==> src/design/grmm_pkg.sv <==
// Package for the grid row/column min, max and average block.
// Holds widths, result codes, controller states and command/status structs.
// No dependencies.
package grmm_pkg;

	localparam int SAMPLE_W = 16;
	localparam int MAX_COLS = 32;
	localparam int MAX_ROWS = 64;
	localparam int COL_W    = 5;
	localparam int ROW_W    = 6;
	localparam int NROWS_W  = 7;
	localparam int NCOLS_W  = 6;
	localparam int INDEX_W  = 6;
	localparam int KIND_W   = 2;

	localparam int ROW_TOT_W  = 21;
	localparam int COL_TOT_W  = 22;
	localparam int GRID_TOT_W = 27;
	localparam int ENTRY_W    = 2 * SAMPLE_W + COL_TOT_W;

	localparam int DIVD_W     = GRID_TOT_W;
	localparam int DIVR_W     = 12;
	localparam int QUO_W      = SAMPLE_W;
	localparam int STEP_W     = 4;

	localparam int CFG_IDX_W  = 1;
	localparam int CFG_DATA_W = 7;

	localparam logic [CFG_IDX_W-1:0] REG_NUM_ROWS = 1'd0;
	localparam logic [CFG_IDX_W-1:0] REG_NUM_COLS = 1'd1;

	localparam logic [NROWS_W-1:0] NUM_ROWS_RST = 7'd64;
	localparam logic [NCOLS_W-1:0] NUM_COLS_RST = 6'd32;

	localparam logic [KIND_W-1:0] KIND_ROW  = 2'd0;
	localparam logic [KIND_W-1:0] KIND_COL  = 2'd1;
	localparam logic [KIND_W-1:0] KIND_GRID = 2'd2;

	typedef enum logic [1:0] {
		SEL_ROW,
		SEL_COL,
		SEL_GRID
	} res_sel_t;

	typedef enum logic [3:0] {
		ST_IDLE,
		ST_UPD,
		ST_RLD,
		ST_RDIV,
		ST_ROUT,
		ST_CRD,
		ST_CLD,
		ST_CDIV,
		ST_COUT,
		ST_GLD,
		ST_GDIV,
		ST_GOUT
	} state_t;

	typedef struct packed {
		logic     accept;
		logic     upd;
		logic     col_rd;
		logic     div_start;
		logic     out_load;
		res_sel_t sel;
		logic     j_clr;
		logic     j_inc;
	} cmd_t;

	typedef struct packed {
		logic row_end;
		logic grid_end;
		logic div_busy;
		logic j_last;
		logic out_free;
	} status_t;

endpackage

==> src/design/grmm_ram.sv <==
// Generic single-write, single-read RAM with a registered read port.
// No dependencies.
module grmm_ram #(
	parameter int WIDTH = 8,
	parameter int DEPTH = 32
) (
	input  logic                     clk,
	input  logic                     we,
	input  logic [$clog2(DEPTH)-1:0] waddr,
	input  logic [WIDTH-1:0]         wdata,
	input  logic                     re,
	input  logic [$clog2(DEPTH)-1:0] raddr,
	output logic [WIDTH-1:0]         rdata
);

	logic [WIDTH-1:0] mem_q [DEPTH];

	always_ff @(posedge clk) begin
		if (we) begin
			mem_q[waddr] <= wdata;
		end
		if (re) begin
			rdata <= mem_q[raddr];
		end
	end

endmodule

==> src/design/grmm_div.sv <==
// Sequential signed divider, one quotient bit per cycle, truncating toward zero.
// The quotient magnitude must fit in QUO_W bits. Uses grmm_pkg.
module grmm_div (
	input  logic                                  clk,
	input  logic                                  arst_n,
	input  logic                                  start,
	input  logic signed [grmm_pkg::DIVD_W-1:0]    dividend,
	input  logic        [grmm_pkg::DIVR_W-1:0]    divisor,
	output logic                                  busy,
	output logic        [grmm_pkg::QUO_W-1:0]     quotient
);

	logic                          busy_q;
	logic [grmm_pkg::STEP_W-1:0]   step_q;
	logic [grmm_pkg::DIVD_W-1:0]   rem_q;
	logic [grmm_pkg::DIVR_W-1:0]   dvs_q;
	logic [grmm_pkg::QUO_W-1:0]    quo_q;
	logic                          neg_q;
	logic [grmm_pkg::DIVD_W-1:0]   mag;
	logic [grmm_pkg::DIVD_W-1:0]   shifted;

	assign mag      = dividend[grmm_pkg::DIVD_W-1] ? -dividend : dividend;
	assign shifted  = {{(grmm_pkg::DIVD_W-grmm_pkg::DIVR_W){1'b0}}, dvs_q} << step_q;
	assign busy     = busy_q;
	assign quotient = neg_q ? -quo_q : quo_q;

	always_ff @(posedge clk or negedge arst_n) begin
		if (!arst_n) begin
			busy_q <= 1'b0;
			step_q <= '0;
		end else if (start) begin
			busy_q <= 1'b1;
			step_q <= grmm_pkg::STEP_W'(grmm_pkg::QUO_W - 1);
		end else if (busy_q) begin
			if (step_q == '0) begin
				busy_q <= 1'b0;
			end else begin
				step_q <= step_q - 1'b1;
			end
		end
	end

	always_ff @(posedge clk) begin
		if (start) begin
			rem_q <= mag;
			dvs_q <= divisor;
			neg_q <= dividend[grmm_pkg::DIVD_W-1];
			quo_q <= '0;
		end else if (busy_q && rem_q >= shifted) begin
			rem_q         <= rem_q - shifted;
			quo_q[step_q] <= 1'b1;
		end
	end

endmodule

==> src/design/grmm_ctrl.sv <==
// Controller state machine: sequences sample update, divisions and result output.
// Drives the datapath through cmd_t and reads status_t. Uses grmm_pkg.
module grmm_ctrl (
	input  logic                clk,
	input  logic                arst_n,
	input  logic                in_valid,
	output logic                in_ready,
	input  grmm_pkg::status_t   status,
	output grmm_pkg::cmd_t      cmd
);

	grmm_pkg::state_t state_q;
	grmm_pkg::state_t state_d;

	always_ff @(posedge clk or negedge arst_n) begin
		if (!arst_n) begin
			state_q <= grmm_pkg::ST_IDLE;
		end else begin
			state_q <= state_d;
		end
	end

	always_comb begin
		state_d = state_q;
		case (state_q)
			grmm_pkg::ST_IDLE: if (in_valid) state_d = grmm_pkg::ST_UPD;
			grmm_pkg::ST_UPD:  state_d = status.row_end ? grmm_pkg::ST_RLD : grmm_pkg::ST_IDLE;
			grmm_pkg::ST_RLD:  state_d = grmm_pkg::ST_RDIV;
			grmm_pkg::ST_RDIV: if (!status.div_busy) state_d = grmm_pkg::ST_ROUT;
			grmm_pkg::ST_ROUT: begin
				if (status.out_free) begin
					state_d = status.grid_end ? grmm_pkg::ST_CRD : grmm_pkg::ST_IDLE;
				end
			end
			grmm_pkg::ST_CRD:  state_d = grmm_pkg::ST_CLD;
			grmm_pkg::ST_CLD:  state_d = grmm_pkg::ST_CDIV;
			grmm_pkg::ST_CDIV: if (!status.div_busy) state_d = grmm_pkg::ST_COUT;
			grmm_pkg::ST_COUT: begin
				if (status.out_free) begin
					state_d = status.j_last ? grmm_pkg::ST_GLD : grmm_pkg::ST_CRD;
				end
			end
			grmm_pkg::ST_GLD:  state_d = grmm_pkg::ST_GDIV;
			grmm_pkg::ST_GDIV: if (!status.div_busy) state_d = grmm_pkg::ST_GOUT;
			grmm_pkg::ST_GOUT: if (status.out_free) state_d = grmm_pkg::ST_IDLE;
			default:           state_d = grmm_pkg::ST_IDLE;
		endcase
	end

	always_comb begin
		in_ready      = 1'b0;
		cmd           = '0;
		cmd.sel       = grmm_pkg::SEL_ROW;
		case (state_q)
			grmm_pkg::ST_IDLE: begin
				in_ready   = 1'b1;
				cmd.accept = in_valid;
			end
			grmm_pkg::ST_UPD: cmd.upd = 1'b1;
			grmm_pkg::ST_RLD: cmd.div_start = 1'b1;
			grmm_pkg::ST_ROUT: begin
				cmd.out_load = status.out_free;
				cmd.j_clr    = status.out_free;
			end
			grmm_pkg::ST_CRD: cmd.col_rd = 1'b1;
			grmm_pkg::ST_CLD: begin
				cmd.sel       = grmm_pkg::SEL_COL;
				cmd.div_start = 1'b1;
			end
			grmm_pkg::ST_COUT: begin
				cmd.sel      = grmm_pkg::SEL_COL;
				cmd.out_load = status.out_free;
				cmd.j_inc    = status.out_free && !status.j_last;
			end
			grmm_pkg::ST_GLD: begin
				cmd.sel       = grmm_pkg::SEL_GRID;
				cmd.div_start = 1'b1;
			end
			grmm_pkg::ST_GOUT: begin
				cmd.sel      = grmm_pkg::SEL_GRID;
				cmd.out_load = status.out_free;
			end
			default: begin
				in_ready = 1'b0;
			end
		endcase
	end

endmodule

==> src/design/grmm_dp.sv <==
// Datapath: configuration, counters, running statistics, column store,
// divider and output register. Uses grmm_pkg, grmm_ram and grmm_div.
module grmm_dp (
	input  logic                                    clk,
	input  logic                                    arst_n,
	input  logic                                    cfg_we,
	input  logic        [grmm_pkg::CFG_IDX_W-1:0]   cfg_index,
	input  logic        [grmm_pkg::CFG_DATA_W-1:0]  cfg_data,
	input  logic signed [grmm_pkg::SAMPLE_W-1:0]    sample,
	input  grmm_pkg::cmd_t                          cmd,
	output grmm_pkg::status_t                       status,
	output logic                                    out_valid,
	input  logic                                    out_ready,
	output logic        [grmm_pkg::KIND_W-1:0]      kind,
	output logic        [grmm_pkg::INDEX_W-1:0]     index,
	output logic signed [grmm_pkg::SAMPLE_W-1:0]    min_value,
	output logic signed [grmm_pkg::SAMPLE_W-1:0]    max_value,
	output logic signed [grmm_pkg::SAMPLE_W-1:0]    avg_value,
	output logic                                    last
);

	localparam int SW = grmm_pkg::SAMPLE_W;

	logic        [grmm_pkg::NROWS_W-1:0]    num_rows_q;
	logic        [grmm_pkg::NCOLS_W-1:0]    num_cols_q;
	logic        [grmm_pkg::NROWS_W-1:0]    rows_c;
	logic        [grmm_pkg::NCOLS_W-1:0]    cols_c;
	logic        [grmm_pkg::ROW_W-1:0]      row_cnt_q;
	logic        [grmm_pkg::COL_W-1:0]      col_cnt_q;
	logic        [grmm_pkg::COL_W-1:0]      j_q;
	logic        [grmm_pkg::ROW_W-1:0]      row_idx_q;
	logic                                   grid_end_q;
	logic                                   row_end;
	logic                                   grid_end;

	logic signed [SW-1:0]                   sample_q;
	logic signed [SW-1:0]                   row_min_q;
	logic signed [SW-1:0]                   row_max_q;
	logic signed [grmm_pkg::ROW_TOT_W-1:0]  row_tot_q;
	logic signed [SW-1:0]                   grid_min_q;
	logic signed [SW-1:0]                   grid_max_q;
	logic signed [grmm_pkg::GRID_TOT_W-1:0] grid_tot_q;

	logic        [grmm_pkg::ENTRY_W-1:0]    rd_entry;
	logic        [grmm_pkg::ENTRY_W-1:0]    wr_entry;
	logic signed [SW-1:0]                   ent_min;
	logic signed [SW-1:0]                   ent_max;
	logic signed [grmm_pkg::COL_TOT_W-1:0]  ent_tot;
	logic signed [SW-1:0]                   new_cmin;
	logic signed [SW-1:0]                   new_cmax;
	logic signed [grmm_pkg::COL_TOT_W-1:0]  new_ctot;
	logic                                   first_col;
	logic                                   first_row;

	logic signed [grmm_pkg::DIVD_W-1:0]     div_dividend;
	logic        [grmm_pkg::DIVR_W-1:0]     div_divisor;
	logic        [grmm_pkg::DIVR_W-1:0]     cell_count;
	logic                                   div_busy;
	logic        [grmm_pkg::QUO_W-1:0]      quotient;

	logic                                   out_valid_q;

	assign rows_c = (num_rows_q == '0) ? grmm_pkg::NROWS_W'(1) :
		(num_rows_q > grmm_pkg::NROWS_W'(grmm_pkg::MAX_ROWS)) ?
		grmm_pkg::NROWS_W'(grmm_pkg::MAX_ROWS) : num_rows_q;
	assign cols_c = (num_cols_q == '0) ? grmm_pkg::NCOLS_W'(1) :
		(num_cols_q > grmm_pkg::NCOLS_W'(grmm_pkg::MAX_COLS)) ?
		grmm_pkg::NCOLS_W'(grmm_pkg::MAX_COLS) : num_cols_q;

	assign first_col = (col_cnt_q == '0);
	assign first_row = (row_cnt_q == '0);
	assign row_end   = ({1'b0, col_cnt_q} + grmm_pkg::NCOLS_W'(1)) >= cols_c;
	assign grid_end  = ({1'b0, row_cnt_q} + grmm_pkg::NROWS_W'(1)) >= rows_c;

	assign status.row_end  = row_end;
	assign status.grid_end = grid_end_q;
	assign status.div_busy = div_busy;
	assign status.j_last   = ({1'b0, j_q} + grmm_pkg::NCOLS_W'(1)) >= cols_c;
	assign status.out_free = !out_valid_q || out_ready;

	always_ff @(posedge clk or negedge arst_n) begin
		if (!arst_n) begin
			num_rows_q <= grmm_pkg::NUM_ROWS_RST;
			num_cols_q <= grmm_pkg::NUM_COLS_RST;
		end else if (cfg_we) begin
			case (cfg_index)
				grmm_pkg::REG_NUM_ROWS: num_rows_q <= cfg_data;
				grmm_pkg::REG_NUM_COLS: num_cols_q <= cfg_data[grmm_pkg::NCOLS_W-1:0];
				default: num_rows_q <= num_rows_q;
			endcase
		end
	end

	always_ff @(posedge clk or negedge arst_n) begin
		if (!arst_n) begin
			row_cnt_q  <= '0;
			col_cnt_q  <= '0;
			j_q        <= '0;
			grid_end_q <= 1'b0;
		end else begin
			if (cmd.upd) begin
				grid_end_q <= row_end && grid_end;
				if (!row_end) begin
					col_cnt_q <= col_cnt_q + 1'b1;
				end else if (!grid_end) begin
					row_cnt_q <= row_cnt_q + 1'b1;
					col_cnt_q <= '0;
				end else begin
					row_cnt_q <= '0;
					col_cnt_q <= '0;
				end
			end
			if (cmd.j_clr) begin
				j_q <= '0;
			end else if (cmd.j_inc) begin
				j_q <= j_q + 1'b1;
			end
		end
	end

	assign ent_min = rd_entry[grmm_pkg::ENTRY_W-1 -: SW];
	assign ent_max = rd_entry[grmm_pkg::COL_TOT_W + SW - 1 -: SW];
	assign ent_tot = rd_entry[grmm_pkg::COL_TOT_W-1:0];

	always_comb begin
		if (first_row) begin
			new_cmin = sample_q;
			new_cmax = sample_q;
			new_ctot = {{(grmm_pkg::COL_TOT_W-SW){sample_q[SW-1]}}, sample_q};
		end else begin
			new_cmin = (sample_q < ent_min) ? sample_q : ent_min;
			new_cmax = (sample_q > ent_max) ? sample_q : ent_max;
			new_ctot = ent_tot + {{(grmm_pkg::COL_TOT_W-SW){sample_q[SW-1]}}, sample_q};
		end
	end

	assign wr_entry = {new_cmin, new_cmax, new_ctot};

	always_ff @(posedge clk) begin
		if (cmd.accept) begin
			sample_q <= sample;
		end
		if (cmd.upd) begin
			row_idx_q <= row_cnt_q;
			if (first_col) begin
				row_min_q <= sample_q;
				row_max_q <= sample_q;
				row_tot_q <= {{(grmm_pkg::ROW_TOT_W-SW){sample_q[SW-1]}}, sample_q};
			end else begin
				row_min_q <= (sample_q < row_min_q) ? sample_q : row_min_q;
				row_max_q <= (sample_q > row_max_q) ? sample_q : row_max_q;
				row_tot_q <= row_tot_q +
					{{(grmm_pkg::ROW_TOT_W-SW){sample_q[SW-1]}}, sample_q};
			end
			if (first_col && first_row) begin
				grid_min_q <= sample_q;
				grid_max_q <= sample_q;
				grid_tot_q <= {{(grmm_pkg::GRID_TOT_W-SW){sample_q[SW-1]}}, sample_q};
			end else begin
				grid_min_q <= (sample_q < grid_min_q) ? sample_q : grid_min_q;
				grid_max_q <= (sample_q > grid_max_q) ? sample_q : grid_max_q;
				grid_tot_q <= grid_tot_q +
					{{(grmm_pkg::GRID_TOT_W-SW){sample_q[SW-1]}}, sample_q};
			end
		end
	end

	grmm_ram #(
		.WIDTH(grmm_pkg::ENTRY_W),
		.DEPTH(grmm_pkg::MAX_COLS)
	) u_col_ram (
		.clk   (clk),
		.we    (cmd.upd),
		.waddr (col_cnt_q),
		.wdata (wr_entry),
		.re    (cmd.accept || cmd.col_rd),
		.raddr (cmd.col_rd ? j_q : col_cnt_q),
		.rdata (rd_entry)
	);

	assign cell_count = grmm_pkg::DIVR_W'(rows_c) * grmm_pkg::DIVR_W'(cols_c);

	always_comb begin
		case (cmd.sel)
			grmm_pkg::SEL_ROW: begin
				div_dividend = {{(grmm_pkg::DIVD_W-grmm_pkg::ROW_TOT_W){row_tot_q[
					grmm_pkg::ROW_TOT_W-1]}}, row_tot_q};
				div_divisor  = grmm_pkg::DIVR_W'(cols_c);
			end
			grmm_pkg::SEL_COL: begin
				div_dividend = {{(grmm_pkg::DIVD_W-grmm_pkg::COL_TOT_W){ent_tot[
					grmm_pkg::COL_TOT_W-1]}}, ent_tot};
				div_divisor  = grmm_pkg::DIVR_W'(rows_c);
			end
			default: begin
				div_dividend = grid_tot_q;
				div_divisor  = cell_count;
			end
		endcase
	end

	grmm_div u_div (
		.clk      (clk),
		.arst_n   (arst_n),
		.start    (cmd.div_start),
		.dividend (div_dividend),
		.divisor  (div_divisor),
		.busy     (div_busy),
		.quotient (quotient)
	);

	always_ff @(posedge clk or negedge arst_n) begin
		if (!arst_n) begin
			out_valid_q <= 1'b0;
		end else if (cmd.out_load) begin
			out_valid_q <= 1'b1;
		end else if (out_ready) begin
			out_valid_q <= 1'b0;
		end
	end

	always_ff @(posedge clk) begin
		if (cmd.out_load) begin
			avg_value <= quotient;
			case (cmd.sel)
				grmm_pkg::SEL_ROW: begin
					kind      <= grmm_pkg::KIND_ROW;
					index     <= row_idx_q;
					min_value <= row_min_q;
					max_value <= row_max_q;
					last      <= !grid_end_q;
				end
				grmm_pkg::SEL_COL: begin
					kind      <= grmm_pkg::KIND_COL;
					index     <= {1'b0, j_q};
					min_value <= ent_min;
					max_value <= ent_max;
					last      <= 1'b0;
				end
				default: begin
					kind      <= grmm_pkg::KIND_GRID;
					index     <= '0;
					min_value <= grid_min_q;
					max_value <= grid_max_q;
					last      <= 1'b1;
				end
			endcase
		end
	end

	assign out_valid = out_valid_q;

endmodule

==> src/design/grid_row_col_min_max_avg.sv <==
// Top level of the grid row/column min, max and average block.
// Joins grmm_ctrl and grmm_dp; uses grmm_pkg.
//
//   Channel  Direction  Handshake            Payload
//   cfg      in         cfg_we               cfg_index, cfg_data
//   in       in         in_valid / in_ready  sample
//   out      out        out_valid/out_ready  kind, index, min/max/avg_value, last
//
// An item ending no row is accepted and applied; one ending a row also runs its row
// average through the 16-step shift-subtract divider, as do each column and then the
// grid after the last row. A result waits in the output register while the next item
// is accepted. Reset zeroes the counters, loads the default row and column counts and
// drops the output valid; there is no clearing pass. A stalled output holds the sequence.
module grid_row_col_min_max_avg (
	input  logic                                    clk,
	input  logic                                    arst_n,
	input  logic                                    cfg_we,
	input  logic        [grmm_pkg::CFG_IDX_W-1:0]   cfg_index,
	input  logic        [grmm_pkg::CFG_DATA_W-1:0]  cfg_data,
	input  logic                                    in_valid,
	output logic                                    in_ready,
	input  logic signed [grmm_pkg::SAMPLE_W-1:0]    sample,
	output logic                                    out_valid,
	input  logic                                    out_ready,
	output logic        [grmm_pkg::KIND_W-1:0]      kind,
	output logic        [grmm_pkg::INDEX_W-1:0]     index,
	output logic signed [grmm_pkg::SAMPLE_W-1:0]    min_value,
	output logic signed [grmm_pkg::SAMPLE_W-1:0]    max_value,
	output logic signed [grmm_pkg::SAMPLE_W-1:0]    avg_value,
	output logic                                    last
);

	grmm_pkg::cmd_t    cmd;
	grmm_pkg::status_t status;

	grmm_ctrl u_ctrl (
		.clk      (clk),
		.arst_n   (arst_n),
		.in_valid (in_valid),
		.in_ready (in_ready),
		.status   (status),
		.cmd      (cmd)
	);

	grmm_dp u_dp (
		.clk       (clk),
		.arst_n    (arst_n),
		.cfg_we    (cfg_we),
		.cfg_index (cfg_index),
		.cfg_data  (cfg_data),
		.sample    (sample),
		.cmd       (cmd),
		.status    (status),
		.out_valid (out_valid),
		.out_ready (out_ready),
		.kind      (kind),
		.index     (index),
		.min_value (min_value),
		.max_value (max_value),
		.avg_value (avg_value),
		.last      (last)
	);

endmodule

==> config.mk <==
export PLATFORM = sky130hd
export DESIGN_NAME = grid_row_col_min_max_avg
export DESIGN_NICKNAME = d
export VERILOG_FILES = /design/src/design/grmm_pkg.sv /design/src/design/grmm_ram.sv /design/src/design/grmm_div.sv /design/src/design/grmm_ctrl.sv /design/src/design/grmm_dp.sv /design/src/design/grid_row_col_min_max_avg.sv
export SDC_FILE = /design/constraint.sdc
export NUM_CORES = 2
export LEC_CHECK = 0
export ABC_AREA = 1
export BUFFER_PORTS_ARGS = -buffer_cell sky130_fd_sc_hd__clkbuf_2
export CAP_MARGIN = 25
export CORE_ASPECT_RATIO = 0.8
export CORE_UTILIZATION = 45
export DETAILED_ROUTE_END_ITERATION = 8
export SYNTH_ARGS = -nofsm -noshare
export SYNTH_HDL_FRONTEND = slang
export SYNTH_HIERARCHICAL = 1
export SYNTH_SLANG_ARGS = --single-unit
==> constraint.sdc <==
create_clock -name clk -period 14.5 [get_ports clk]
set_input_delay 0.725 -clock clk [delete_from_list [all_inputs] [get_ports clk]]
set_output_delay 0.725 -clock clk [all_outputs]
set_load 0.01 [all_outputs]
=== After elaboration in Yosys (flattened, before gate mapping) ===
Memories as Yosys holds them, arrays and structs flattened. A register that Yosys moved wholly into a read port is not among the register bits.
Index checks and enable logic that the tools add are counted.

* Flip-flop bits (word level): 287
* Bits in writable memories: 1,728
* Input bits: 29
* Output and inout port bits: 59
* Logic and storage cells: 185
* Memories: 1

{| class="wikitable"
|+ Memory list
! memory !! depth !! bits a word !! rd ports !! clocked after memory_dff !! write ports !! line !! source
|-
| u_dp.u_col_ram.mem_q || 32 || 54 || 1 || 1 || 1 || grmm_ram.sv:16 || <nowiki>logic [WIDTH-1:0] mem_q [DEPTH];</nowiki>
|}

* $add $sub $neg: 13
* Multipliers: 1
* Magnitude comparators: 14
* Eq/ne operators: 20
* Shifts and indexed selects: 1
* Muxes and demuxes: 67
* Bitwise logic cells: 2
* Reductions and logical operators: 38

{| class="wikitable"
|+ Operator list
! operator !! count
|-
| 2-to-1 mux 16 bit || 13
|-
| 2-to-1 mux 27 bit || 4
|-
| case mux 16 bit (2 select lines) || 2
|-
| case mux 27 bit (2 select lines) || 1
|-
| greater-than comparator 16 bit || 3
|-
| < comparator 16 bit || 3
|-
| case mux 4 bit (12 select lines) || 1
|-
| 2-to-1 mux 4 bit || 11
|-
| adder 27 bit || 1
|-
| greater-or-equal comparator 27 bit || 1
|-
| negation 27 bit || 1
|-
| << shifter 12 x 4 -> 27 bit || 1
|-
| subtractor 27 bit || 1
|-
| case mux 12 bit (2 select lines) || 1
|-
| adder 22 bit || 1
|-
| 2-to-1 mux 22 bit || 1
|-
| adder 21 bit || 1
|-
| 2-to-1 mux 21 bit || 1
|-
| 2-to-1 mux 5 bit || 4
|-
| 2-to-1 mux 6 bit || 3
|-
| equality test 4 x 3 -> 1 bit, second input constant || 4
|-
| equality test 4 bit, second input constant || 4
|-
| 2-to-1 mux 1 bit || 16
|-
| negation 16 bit || 1
|-
| other kinds (39) || 76
|}

=== Longest topological paths before layout ===
* Depth after elaboration: 9
* Depth in mapped cells: 22
* Mapped depth without buffers: 21

=== Cells and area by module ===
Netlist, hierarchy kept.

{| class="wikitable"
|+ Modules (own cells, without submodules)
! module !! times used !! cells each !! area an instance (µm²) !! sequential area each (µm²)
|-
| grmm_ram || 1 || 5,929 || 71,957.8 || 53,511.3
|-
| grmm_dp || 1 || 2,294 || 17,842.1 || 6,513.7
|-
| grmm_div || 1 || 872 || 5,713.0 || 1,646.6
|-
| grmm_ctrl || 1 || 81 || 460.4 || 100.1
|}

=== Worst setup path after synthesis ===
OpenSTA, ideal clock, no wires.

* Path type: reg2reg
* From: register u_ctrl.state_q[0]
* To: memory u_dp/u_col_ram/mem_q[15][0] (netlist bit) (enable)
* Setup time: 466 ps
* Arrival: 8,175 ps
* Required time: 14,034 ps
* Setup slack: 5,859 ps
* Cell stages (with the launch flop): 7
* Buffers on the path: 0
* Period minus slack after synthesis: 8,641 ps
* Path through: dfrtp_1 -> inv_1 -> nor2_1 -> inv_1 -> nor3_1 -> nand3_1 -> nor2_1

{| class="wikitable"
|+ RTL lines
! item !! line !! source
|-
| from (decl) || grmm_ctrl.sv:12 || <nowiki>grmm_pkg::state_t state_q;</nowiki>
|-
| from (signal assigned) || grmm_ctrl.sv:17 || <nowiki>state_q <= grmm_pkg::ST_IDLE;</nowiki>
|-
| from (signal assigned) || grmm_ctrl.sv:19 || <nowiki>state_q <= state_d;</nowiki>
|-
| to (decl) || grmm_ram.sv:16 ||
|}

==> qor.yml <==
status: "finished, violations left"
violations: "DRC"
synth_area_leaders: "edfxtp_1 (63%), nand2_1 (13%), nand3_1 (8.0%), ha_1 (3.1%), inv_1 (1.7%)"
synthToLayoutAreaGrowth_pct: 10.4
clockBufferDepth: 3
syn_area_per_cell_um2: 10.5
gp_congestion: 0.928
drc_errors: 18
max_slew_margin: 0.135
synth_common_cells: "nand2_1 (3362), edfxtp_1 (2013), nand3_1 (1540)"
rows: 151
hold_violations: 0
path_max_fanout: 199
p_leak_nw: 41.2
antenna_found_initial: 6
p_per_area_mw_per_mm2: 253
hp-class: "in -> reg"
ios: 88
dieWidth_um: 518
synth_top_area_cell: "edfxtp_1"
required_ns: 15.23
port_buffers: 87
num_antenna_cells: 0
start_util: 0.453
syn_area_mm2: 0.0960
grt_pass1_wl_mm: 434
dr.pass1.iters: 8
synth-edff-count: 2013
synth.top_cell.area_share: 0.630
numCtsBuffers: 199
yosys_warnings: 6
synthCells: 9176
final_antenna_net_count: 0
crit_path_end_kind: "register"
cts_hold_buf: 1
setup_ws_ns: 7.81
setup_tns_ns: 0
rsz0062_at_grt: "false"
vias_per_cell: 5.71
fp.dieH_um: 415
start_kind: "register"
seq_area_frac_synth: 0.644
ir_worst_vdd_uv: 207
worst_slew_pin_slew_ns: 1.30
clkLatencyLatePin_ns: 0.86
path_clk_slew_ns: 0.07
period_minus_slack_ns: 6.69
grt.total_usage: 0.270
overflow: 0
grt_pass1_vias: 64778
detailed_place_hpwl_mm: 162
max_freq_mhz: 149
wl_mm: 295
cts_setup_buffers: 0
grt_max_degree: 216
routedWlPerCell_um: 24.2
synth_cell_types: 61
dp_slack_ns: 8.11
setup_violations: 0
async_flop_share: 0.0193
yosys.cell_count.top_type: "nand2_1"
synth-seq-cells: 2069
drv_cap: 0
crit_arrival_ns: 7.42
syn_nets: 9466
cts_tree: "yes"
dieArea_mm2: 0.215
drt_iter0_markers: 8319
ctsResizeCount: 0
fp.coreArea_mm2: 0.212
root_buffer: "clkbuf_16"
finClkSkew_ns: 0.0722
crit_type: "reg -> reg"
maxSlewViolCount: 0
nNetsFinal: 9487
layout-drive-gt1-share: 0.0731
fin_crit_sh: 0.462
htreeDepth: 4
num_vias: 69597
cts_num_sinks: 2069
nFillCells: 18914
synth-main-ff-cell: "edfxtp_1"
path summary, 6_finish.rpt:
| path | from | endpoint | slack, ns | cells past startpoint |
|---|---|---|---|---|
| setup / recovery | u_ctrl/state_q[2] | u_dp/u_col_ram/rdata[36] | 7.81 | 20 |
| hold / removal | sample[11] | u_dp/sample_q[11] | 0.06 | 1 |
| setup reg to reg | u_ctrl/state_q[2] | u_dp/u_col_ram/rdata[36] | 7.81 | 20 |
| hold reg to reg | u_dp/u_div/quo_q[0] | u_dp/avg_value[0] | 0.44 | 0 |
| max in group asynchronous | arst_n | u_dp/row_cnt_q[5] | 13.56 | 3 |
| min in group asynchronous | arst_n | u_dp/num_cols_q[1] | 0.39 | 2 |
registers in the layout, indices dropped and copies added, names as in the netlist, 7 cells and up:
signal / cells
u_dp/avg_value: 16
u_dp/grid_max_q: 16
u_dp/grid_min_q: 16
u_dp/grid_tot_q: 27
u_dp/max_value: 16
u_dp/min_value: 16
u_dp/num_rows_q: 7
u_dp/row_max_q: 16
u_dp/row_min_q: 16
u_dp/row_tot_q: 21
u_dp/sample_q: 16
u_dp/u_col_ram/mem_q: 1728
u_dp/u_col_ram/rdata: 54
u_dp/u_div/dvs_q: 12
u_dp/u_div/quo_q: 16
u_dp/u_div/rem_q: 27
power by group:
group | total (mW) | internal [mW] | leakage, nW | switching, mW
sequential | 9.82 | 9.38 | 18.9 | 0.439
clock | 5.30 | 2.96 | 3.21 | 2.34
combinational | 11.7 | 3.15 | 19.1 | 8.57
total | 26.8 | 15.5 | 41.2 | 11.4
placed cells by master, fill, tap and decap left out, types with 34 or more instances in the layout:
cell	count
nand2_1	3362
edfxtp_1	2013
nand3_1	1540
inv_1	437
nor2_1	246
ha_1	237
a21oi_1	201
clkbuf_16	200
o21ai_0	188
buf_4	131
clkbuf_2	87
nand4_1	69
clkinv_1	49
xor2_1	46
clkinv_2	44
nor2_4	41
dfrtp_1	38
clkbuf_1	34
layer usage:
layer  global-route usage  up-vias  share of wire
li1                     -    31660              -
met2                0.417     3283           0.45
met1                0.394    34216           0.43
met3               0.0477      434          0.095
met4               0.0645        4          0.025
met5                    0        -       0.000071
area by class of cell:
class                   count  area [um2]  share of cell area
clock buffers             234        5130              0.0484
multi-input cells        6212       29900               0.282
inverters                 455        1760              0.0167
well taps                2830        3540              0.0334
repair buffers            260        2350              0.0222
clock inverters           138        1460              0.0138
flip-flops and latches   2069       61800               0.583
critical path: stages (launching register included):
cell	delay (ns)
dfrtp_1	0.51
inv_2	0.08
nor2_4	0.18
inv_1	0.08
nor2_1	0.14
buf_4	0.26
nand2_1	0.12
o21ai_4	0.08
buf_12	0.60
buf_12	0.58
buf_4	0.88
buf_4	0.76
buf_4	0.80
nand2_1	0.13
nand3_1	0.13
nand3_1	0.09
nand2_1	0.10
nand2_1	0.06
nand2_1	0.09
nand2_1	0.05
nand2_1	0.10
cells by family (layout without fill, tap and decap cells):
| kind of cell | after synthesis | in the layout | share of synthesized area |
|---|---|---|---|
| adder cells (fa/ha/maj) | 261 | 261 | 0.0359 |
| buffers and inverters | 895 | 1087 | 0.0488 |
| XOR/XNOR | 56 | 56 | 0.00511 |
| AND/OR/NAND/NOR | 5360 | 5360 | 0.235 |
| AO/OA/AOI/OAI | 533 | 533 | 0.0313 |
| flip-flops | 2069 | 2069 | 0.644 |
| multiplexers | 2 | 2 | 0.000209 |
per-stage QoR:
step / std cells / instance area [um2] / hold slack [ns] / util / total power, mW
finish: 12198 / 106000 / 0.0580 / 0.500 / 26.8
global route: 12198 / 106000 / 0.0124 / 0.500 / 28.4
CTS: 12179 / 105000 / 0.00442 / 0.498 / 26.5
detailed placement: 11806 / 98800 / 0.433 / 0.467 / 21.2
global placement: 11792 / 98600 / 0.428 / 0.466 / 20.9
floorplan: 9176 / 96000 / 0.429 / - / 17.5
(Power assumes the default switching activity.)
